$ cat config.mk
export PLATFORM = sky130hd
export DESIGN_NAME = hse_core
export DESIGN_NICKNAME = d
export VERILOG_FILES = /design/src/hdl/hse_pkg.sv /design/src/hdl/hse_core.sv
export SDC_FILE = /design/constraint.sdc
export NUM_CORES = 2
export LEC_CHECK = 0
export BUFFER_PORTS_ARGS = -buffer_cell sky130_fd_sc_hd__buf_2
export CORE_MARGIN = 3
export CORE_UTILIZATION = 63
export CTS_BUF_LIST = sky130_fd_sc_hd__clkbuf_2 sky130_fd_sc_hd__clkbuf_4 sky130_fd_sc_hd__clkbuf_8
export DETAILED_ROUTE_END_ITERATION = 16
export PLACE_DENSITY = 0.84
export SLEW_MARGIN = 25
export SYNTH_ARGS = -nofsm -noshare
export SYNTH_HDL_FRONTEND = slang
export SYNTH_SLANG_ARGS = --single-unit
$ cat constraint.sdc
create_clock -name clk -period 31.4 [get_ports clk]
set_input_delay 4.71 -clock clk [delete_from_list [all_inputs] [get_ports clk]]
set_output_delay 4.71 -clock clk [all_outputs]
set_load 0.01 [all_outputs]
$ cat src/hdl/hse_pkg.sv
// Shared types, constants and round functions of the HMAC-SHA256 engine.
package hse_pkg;

    typedef logic [31:0] word_t;
    typedef logic [0:7][31:0] chain_t;
    typedef logic [0:15][31:0] block_t;

    typedef enum logic [1:0] {
        CORE_IDLE,
        CORE_ROUND,
        CORE_ADD
    } core_state_t;

    typedef enum logic [3:0] {
        ST_IDLE,
        ST_FEED,
        ST_FEED_WAIT,
        ST_FIN_CHECK,
        ST_FIN_WAIT0,
        ST_FIN_PAD,
        ST_FIN_SPILL,
        ST_FIN_WAIT1,
        ST_FIN_LEN,
        ST_FIN_WAIT2,
        ST_KEY_PAD,
        ST_KEY_WAIT,
        ST_OUTER,
        ST_OUTER_WAIT,
        ST_INNER,
        ST_INNER_WAIT
    } seq_state_t;

    typedef struct packed {
        logic start;
        logic use_iv;
        logic clear_iv;
    } core_cmd_t;

    typedef struct packed {
        logic busy;
        logic done;
    } core_stat_t;

    localparam logic PHASE_KEY = 1'b0;
    localparam logic PHASE_MSG = 1'b1;
    localparam logic [6:0] BLOCK_BYTES = 7'd64;
    localparam logic [6:0] PAD_LIMIT = 7'd56;
    localparam logic [3:0] MAX_BYTES = 4'd8;
    localparam word_t IPAD_WORD = 32'h36363636;
    localparam word_t OPAD_WORD = 32'h5c5c5c5c;
    localparam word_t PAD_WORD = 32'h80000000;
    localparam word_t OUTER_BITS = 32'd768;

    localparam chain_t SHA_IV = {
        32'h6a09e667, 32'hbb67ae85, 32'h3c6ef372, 32'ha54ff53a,
        32'h510e527f, 32'h9b05688c, 32'h1f83d9ab, 32'h5be0cd19
    };

    localparam word_t ROUND_K [64] = '{
        32'h428a2f98, 32'h71374491, 32'hb5c0fbcf, 32'he9b5dba5,
        32'h3956c25b, 32'h59f111f1, 32'h923f82a4, 32'hab1c5ed5,
        32'hd807aa98, 32'h12835b01, 32'h243185be, 32'h550c7dc3,
        32'h72be5d74, 32'h80deb1fe, 32'h9bdc06a7, 32'hc19bf174,
        32'he49b69c1, 32'hefbe4786, 32'h0fc19dc6, 32'h240ca1cc,
        32'h2de92c6f, 32'h4a7484aa, 32'h5cb0a9dc, 32'h76f988da,
        32'h983e5152, 32'ha831c66d, 32'hb00327c8, 32'hbf597fc7,
        32'hc6e00bf3, 32'hd5a79147, 32'h06ca6351, 32'h14292967,
        32'h27b70a85, 32'h2e1b2138, 32'h4d2c6dfc, 32'h53380d13,
        32'h650a7354, 32'h766a0abb, 32'h81c2c92e, 32'h92722c85,
        32'ha2bfe8a1, 32'ha81a664b, 32'hc24b8b70, 32'hc76c51a3,
        32'hd192e819, 32'hd6990624, 32'hf40e3585, 32'h106aa070,
        32'h19a4c116, 32'h1e376c08, 32'h2748774c, 32'h34b0bcb5,
        32'h391c0cb3, 32'h4ed8aa4a, 32'h5b9cca4f, 32'h682e6ff3,
        32'h748f82ee, 32'h78a5636f, 32'h84c87814, 32'h8cc70208,
        32'h90befffa, 32'ha4506ceb, 32'hbef9a3f7, 32'hc67178f2
    };

    function automatic word_t big_sigma0(word_t x);
        return {x[1:0], x[31:2]} ^ {x[12:0], x[31:13]} ^ {x[21:0], x[31:22]};
    endfunction

    function automatic word_t big_sigma1(word_t x);
        return {x[5:0], x[31:6]} ^ {x[10:0], x[31:11]} ^ {x[24:0], x[31:25]};
    endfunction

    function automatic word_t small_sigma0(word_t x);
        return {x[6:0], x[31:7]} ^ {x[17:0], x[31:18]} ^ {3'b000, x[31:3]};
    endfunction

    function automatic word_t small_sigma1(word_t x);
        return {x[16:0], x[31:17]} ^ {x[18:0], x[31:19]} ^ {10'd0, x[31:10]};
    endfunction

    // Clears every word at or past the first word that holds no byte and below word index limit.
    function automatic block_t mask_block(block_t blk, logic [6:0] fill, logic [4:0] limit);
        logic [7:0] used;
        block_t res;
        used = ({1'b0, fill} + 8'd3) >> 2;
        res = blk;
        for (int i = 0; i < 16; i++) begin
            if ((8'(i) >= used) && (5'(i) < limit)) begin
                res[i] = '0;
            end
        end
        return res;
    endfunction

endpackage

$ cat src/hdl/hse_core.sv
// SHA-256 compression unit: one round per cycle with a rolling message schedule.
module hse_core (
    input  logic               clk,
    input  logic               rst_n,
    input  hse_pkg::core_cmd_t cmd,
    input  hse_pkg::block_t    block,
    output hse_pkg::core_stat_t stat,
    output hse_pkg::chain_t    chain
);
    import hse_pkg::*;

    core_state_t state_reg, state_next;
    chain_t chain_reg, chain_next;
    chain_t work_reg, work_next;
    block_t sched_reg, sched_next;
    logic [5:0] round_reg, round_next;

    word_t t1;
    word_t t2;
    word_t w_new;

    always_comb
    begin
        state_next = state_reg;
        unique case (state_reg)
            CORE_IDLE:
            begin
                if (cmd.start)
                begin
                    state_next = CORE_ROUND;
                end
            end
            CORE_ROUND:
            begin
                if (round_reg == 6'd63)
                begin
                    state_next = CORE_ADD;
                end
            end
            CORE_ADD:
            begin
                state_next = CORE_IDLE;
            end
            default:
            begin
                state_next = CORE_IDLE;
            end
        endcase
    end

    always_comb
    begin
        t1 = work_reg[7] + big_sigma1(work_reg[4])
           + ((work_reg[4] & work_reg[5]) ^ (~work_reg[4] & work_reg[6]))
           + ROUND_K[round_reg] + sched_reg[0];
        t2 = big_sigma0(work_reg[0])
           + ((work_reg[0] & work_reg[1]) ^ (work_reg[0] & work_reg[2])
           ^ (work_reg[1] & work_reg[2]));
        w_new = sched_reg[0] + small_sigma0(sched_reg[1]) + sched_reg[9]
              + small_sigma1(sched_reg[14]);
        chain_next = chain_reg;
        work_next = work_reg;
        sched_next = sched_reg;
        round_next = round_reg;
        stat = '0;
        unique case (state_reg)
            CORE_IDLE:
            begin
                if (cmd.start)
                begin
                    if (cmd.use_iv)
                    begin
                        chain_next = SHA_IV;
                        work_next = SHA_IV;
                    end
                    else
                    begin
                        work_next = chain_reg;
                    end
                    sched_next = block;
                    round_next = '0;
                end
                else if (cmd.clear_iv)
                begin
                    chain_next = SHA_IV;
                end
            end
            CORE_ROUND:
            begin
                stat.busy = 1'b1;
                work_next = {t1 + t2, work_reg[0], work_reg[1], work_reg[2],
                             work_reg[3] + t1, work_reg[4], work_reg[5], work_reg[6]};
                sched_next = {sched_reg[1:15], w_new};
                round_next = round_reg + 6'd1;
            end
            CORE_ADD:
            begin
                stat.busy = 1'b1;
                stat.done = 1'b1;
                for (int i = 0; i < 8; i++)
                begin
                    chain_next[i] = chain_reg[i] + work_reg[i];
                end
            end
            default:
            begin
            end
        endcase
    end

    always_ff @(posedge clk or negedge rst_n)
    begin
        if (!rst_n)
        begin
            state_reg <= CORE_IDLE;
            chain_reg <= SHA_IV;
            round_reg <= '0;
        end
        else
        begin
            state_reg <= state_next;
            chain_reg <= chain_next;
            round_reg <= round_next;
        end
    end

    always_ff @(posedge clk)
    begin
        work_reg <= work_next;
        sched_reg <= sched_next;
    end

    assign chain = chain_reg;

endmodule

[After elaboration in Yosys (flattened, before gate mapping)]
Memory sizes are Yosys's and may differ from the RTL's.
Cells that the tools add are included.
Storage, ports and cells
  memory bits (read-only): 2048
  register bits after elaboration: 1032
  word-level logic and storage cells: 103
  memories: 1
  input port bits: 517
  output and inout bits: 258
Memory list
  (no name shown): words 64, width 32, rd ports 1, clocked after Yosys merged registers in 0, wr ports 0, line hse_core.sv:55  | + ROUND_K[round_reg] + sched_reg[0];
Operators by class
  reduce and logical (&&, ||, !) cells: 7
  bitwise operators: 18
  add/subtract/negate cells: 19
  multiplexer cells: 17
  magnitude comparators: 1
  equal/unequal tests: 6
Operators with widths (count)
  two-way mux 256 bit: 4
  case mux 256 bit (2 select lines): 2
  case mux 512 bit (2 select lines): 1
  adder 32 bit: 18
  two-way mux 512 bit: 1
  XOR 32 bit: 9
  AND 32 bit: 5
  two-way mux 32 bit: 2
  NOT 32 bit: 1
  XOR 32 x 22 -> 32 bit: 1
  XOR 32 x 29 -> 32 bit: 1
  case mux 6 bit (2 select lines): 1
  >= comparator 7 bit, second input constant: 1
  NOT 6 -> 7 bit: 1
  adder 6 x 1 -> 6 bit, second input constant: 1
  == test 6 bit, second input constant: 1
  two-way mux 6 bit: 1
  AND reduction 2 bit: 3
  two-way mux 2 bit: 2
  inequality test 2 bit, second input constant: 2
  case mux 2 bit (2 select lines): 1
  nonzero test 2 bit: 2
  inequality test 3 bit, second input constant: 1
  == test 2 x 1 -> 1 bit, second input constant: 1
  4 further kinds: 5

[Logic depth before layout (Yosys ltp)]
  depth in word-level cells: 8
  gate-level depth with buffers: 38
  mapped depth without buffers: 35

[Worst setup path after synthesis]
Ideal clock, no wire load.
  path kind: input-to-reg
  from: in cmd[2] (netlist name)
  to: reg round_reg[0]
  data required time: 30.611 ns
  slack: 10.156 ns
  path buffers: 1
  stages on the path: 5
  arrival: 20.455 ns
  library setup time: 0.789 ns
  cell sequence: nand2b_1 -> clkbuf_1 -> o21ai_0 -> inv_1 -> o21ai_0
On the way
  cells in the longest elaborated chain, start to end: 2
RTL lines
  start, declared: line hse_core.sv:5  | input hse_pkg::core_cmd_t cmd,
  inequality test 2 bit (no source line)
  AND reduction 2 bit (no source line)
  end signal, assigned: line hse_core.sv:123  | round_reg <= round_next;
  end, declared: line hse_core.sv:16  | logic [5:0] round_reg, round_next;
No other way between the ends.
A chain may end at the register's enable or synchronous reset.

==> impl_results.md <==
* Num CTS Buffers at 177
* Reg2reg setup slack at 21990 ps
* Kind of start point of the critical path: register
* Setup tns final at 0 ps
* F_max at 106 MHz
* Die Width at 341 um
* R2R depth at 30
* CORE AREA at 111000 um2
* Hold Path Cell Cnt at 2
* Vias at 60425
* Fin cells at 9208
* Cell Count Post-Placement at 8831
* Hold Path Class: register to register
* Routed wire per std cell at 29.8 um
* WP buf/inv at 4
* Worst Path Arrival at 10010 ps
* Clock root cell: clkbuf_8
* Max Cap Viol at 0
* Max Buffers Root-to-Sink at 3
* Initial core utilization at 0.637
* Worst Hold Launch: chain[223]
* Worst EP required at 32000 ps
* GPL Wtd Cong at 1.01
* Critical path class: register to register
* H-tree levels at 4
* Post-CTS Setup Inserts at 0
* Synth Cell Area at 70700 um2
* Std-Cell Rows at 122
* Most used DFF post-synth: edfxtp_1
* Initial antenna violation count at 61
* Hold endpoint: chain[223]
* Hold buffers post-CTS at 0
* Die Area at 116000 um2
* Critical Path End Type: register
* Vias in the first global route at 57280
* Critical Path Fanout Max at 22
* Slew HR at 0.226
* Worst slew pin tran at 1150 ps
* Worst r2r dst: work_reg[254]
* P&R area growth vs syn at 12.5%
* Number of flops mapped to enable cells by yosys at 768
* Worst R2R Start: round_reg[0]
* Hpwl dp at 207 mm
* Sink Count at 1032
* Synth Area per Inst at 10.3 um2
* Synthesized instance count at 6865
* Final Setup Violations at 0
* FFs w/ async S/R, synth at 0.256
* CP delay by family, top: compound AO/OA/AOI/OAI gates
* CP max stage delay at 790 ps
* I/O Pins at 775
* Period utilization at 0.300
* Final WL at 275 mm
* Max Slew Vio Count at 0
* Remaining Overflow, GRT at 0
* #FFs+latches synth at 1032
* DRT Pass-1 Iters at 8
* TritonCTS clock tree: built
* Syn nets at 7979
* Yosys cell types at 90
* Sequential area share after synthesis at 0.422
* Skew final at 52.3 ps
* Drt drc at 0
* Final Hold Vio Count at 0
* DR iter-0 viols at 8235
* YS warnings at 0
* Fin crit period at 9410 ps
* Fill cell count at 8148
* CP max-delay cell: ha_1
* Resize count post-CTS at 0
* Die Ht at 341 um
* Status: completed
* First-pass GRT wire length at 387 mm
* Largest net degree at the start of global routing at 238
* Nets at 8637
* RSZ-0062 raised after global routing: no
* Skew-Pair Late Insertion Delay at 930 ps
* Vias per cell at 6.56
* Max reg flops at 512
* Layout cells sized above 1 at 0.240
* Worst-path clk slew at 70 ps
* Port Buf Inserts at 774
* Gr usage total at 0.457
* Antenna-violating nets left at 0
layout make-up:
type	count	area, um2	share of cell area
timing repair buffer	817	4310	0.0541
multi-input combinational	4997	37800	0.475
clock buffer	265	3210	0.0403
inverter	498	1880	0.0236
clock inverter	60	553	0.00695
tap	1488	1860	0.0234
antenna	51	128	0.00160
sequential	1032	29800	0.375
layer usage:
metal / vias to the layer above / track usage / routed length [um]
met5: - / 0 / 117
met4: 18 / 0.271 / 20500
met3: 967 / 0.123 / 35400
met2: 4522 / 0.697 / 121000
met1: 28974 / 0.586 / 97600
li1: 25944 / - / -
worst min-delay path, cell delays in order (launching register included):
cell and delay (ps):
dfstp_2 380, inv_1 40, a21boi_0 70
how the worst max path moves through the flow:
| stage | to | slack (ps) | start | depth (start not counted) |
|---|---|---|---|---|
| 2_1_floorplan | round_reg[0] | 10160 | cmd[2] | 5 |
| 3_3_place_gp | sched_reg[133] | 22360 | cmd[2] | 8 |
| 3_5_place_dp | sched_reg[105] | 22200 | cmd[2] | 8 |
| 4_1_cts | work_reg[254] | 22400 | round_reg[0] | 30 |
| 5_1_grt | work_reg[253] | 21770 | round_reg[0] | 32 |
| 6_report | work_reg[254] | 21990 | round_reg[0] | 30 |
cells in the mapped netlist (64+ instances only):
library cell	number	area [um2]
edfxtp_1	768	23100
nand2_1	609	2290
o21ai_0	581	2910
mux2_2	529	5960
inv_1	496	1860
a21oi_1	452	2260
nor2_1	421	1580
ha_1	402	5030
clkbuf_1	315	1180
xnor2_1	304	2660
xor2_1	248	2170
a21o_1	199	1490
fa_1	195	3900
dfstp_2	136	3570
dfrtp_1	128	3200
nor3_1	124	621
nand3_1	73	365
o21a_1	64	480
cells by family (layout without fill, tap and decap cells):
logic type | Yosys count | count (layout) | share of synthesized area
adders and majority gates | 600 | 600 | 0.127
other | 0 | 51 | 0
and+or+nand+nor | 1486 | 1486 | 0.0926
AOI/OAI and AO/OA | 1808 | 1808 | 0.158
buffers and inverters | 836 | 1640 | 0.0444
muxes | 551 | 551 | 0.0883
xor gates and xnor gates | 552 | 552 | 0.0684
DFF | 1032 | 1032 | 0.422
placed cells by master (no fill, tap or decap), types with 248 or more instances in the layout:
cell / n
buf_2: 772
edfxtp_1: 768
nand2_1: 609
o21ai_0: 581
mux2_2: 529
inv_1: 493
a21oi_1: 452
nor2_1: 420
ha_1: 401
xnor2_1: 304
xor2_1: 248
per-stage QoR:
step | hold slack (ps) | worst slack, ps | util | instance area (um2)
after global placement | 475 | 22360 | 0.682 | 75700
after global routing | 526 | 21770 | 0.716 | 79500
after CTS | 502 | 22400 | 0.716 | 79400
after floorplan | 486 | 10160 | - | 70700
final | 502 | 21990 | 0.717 | 79600
after detailed placement | 492 | 22200 | 0.682 | 75700
Power is left out: the tool's default activity adds up to more than one toggle a clock period on the data nets, which glitch-free logic cannot reach.
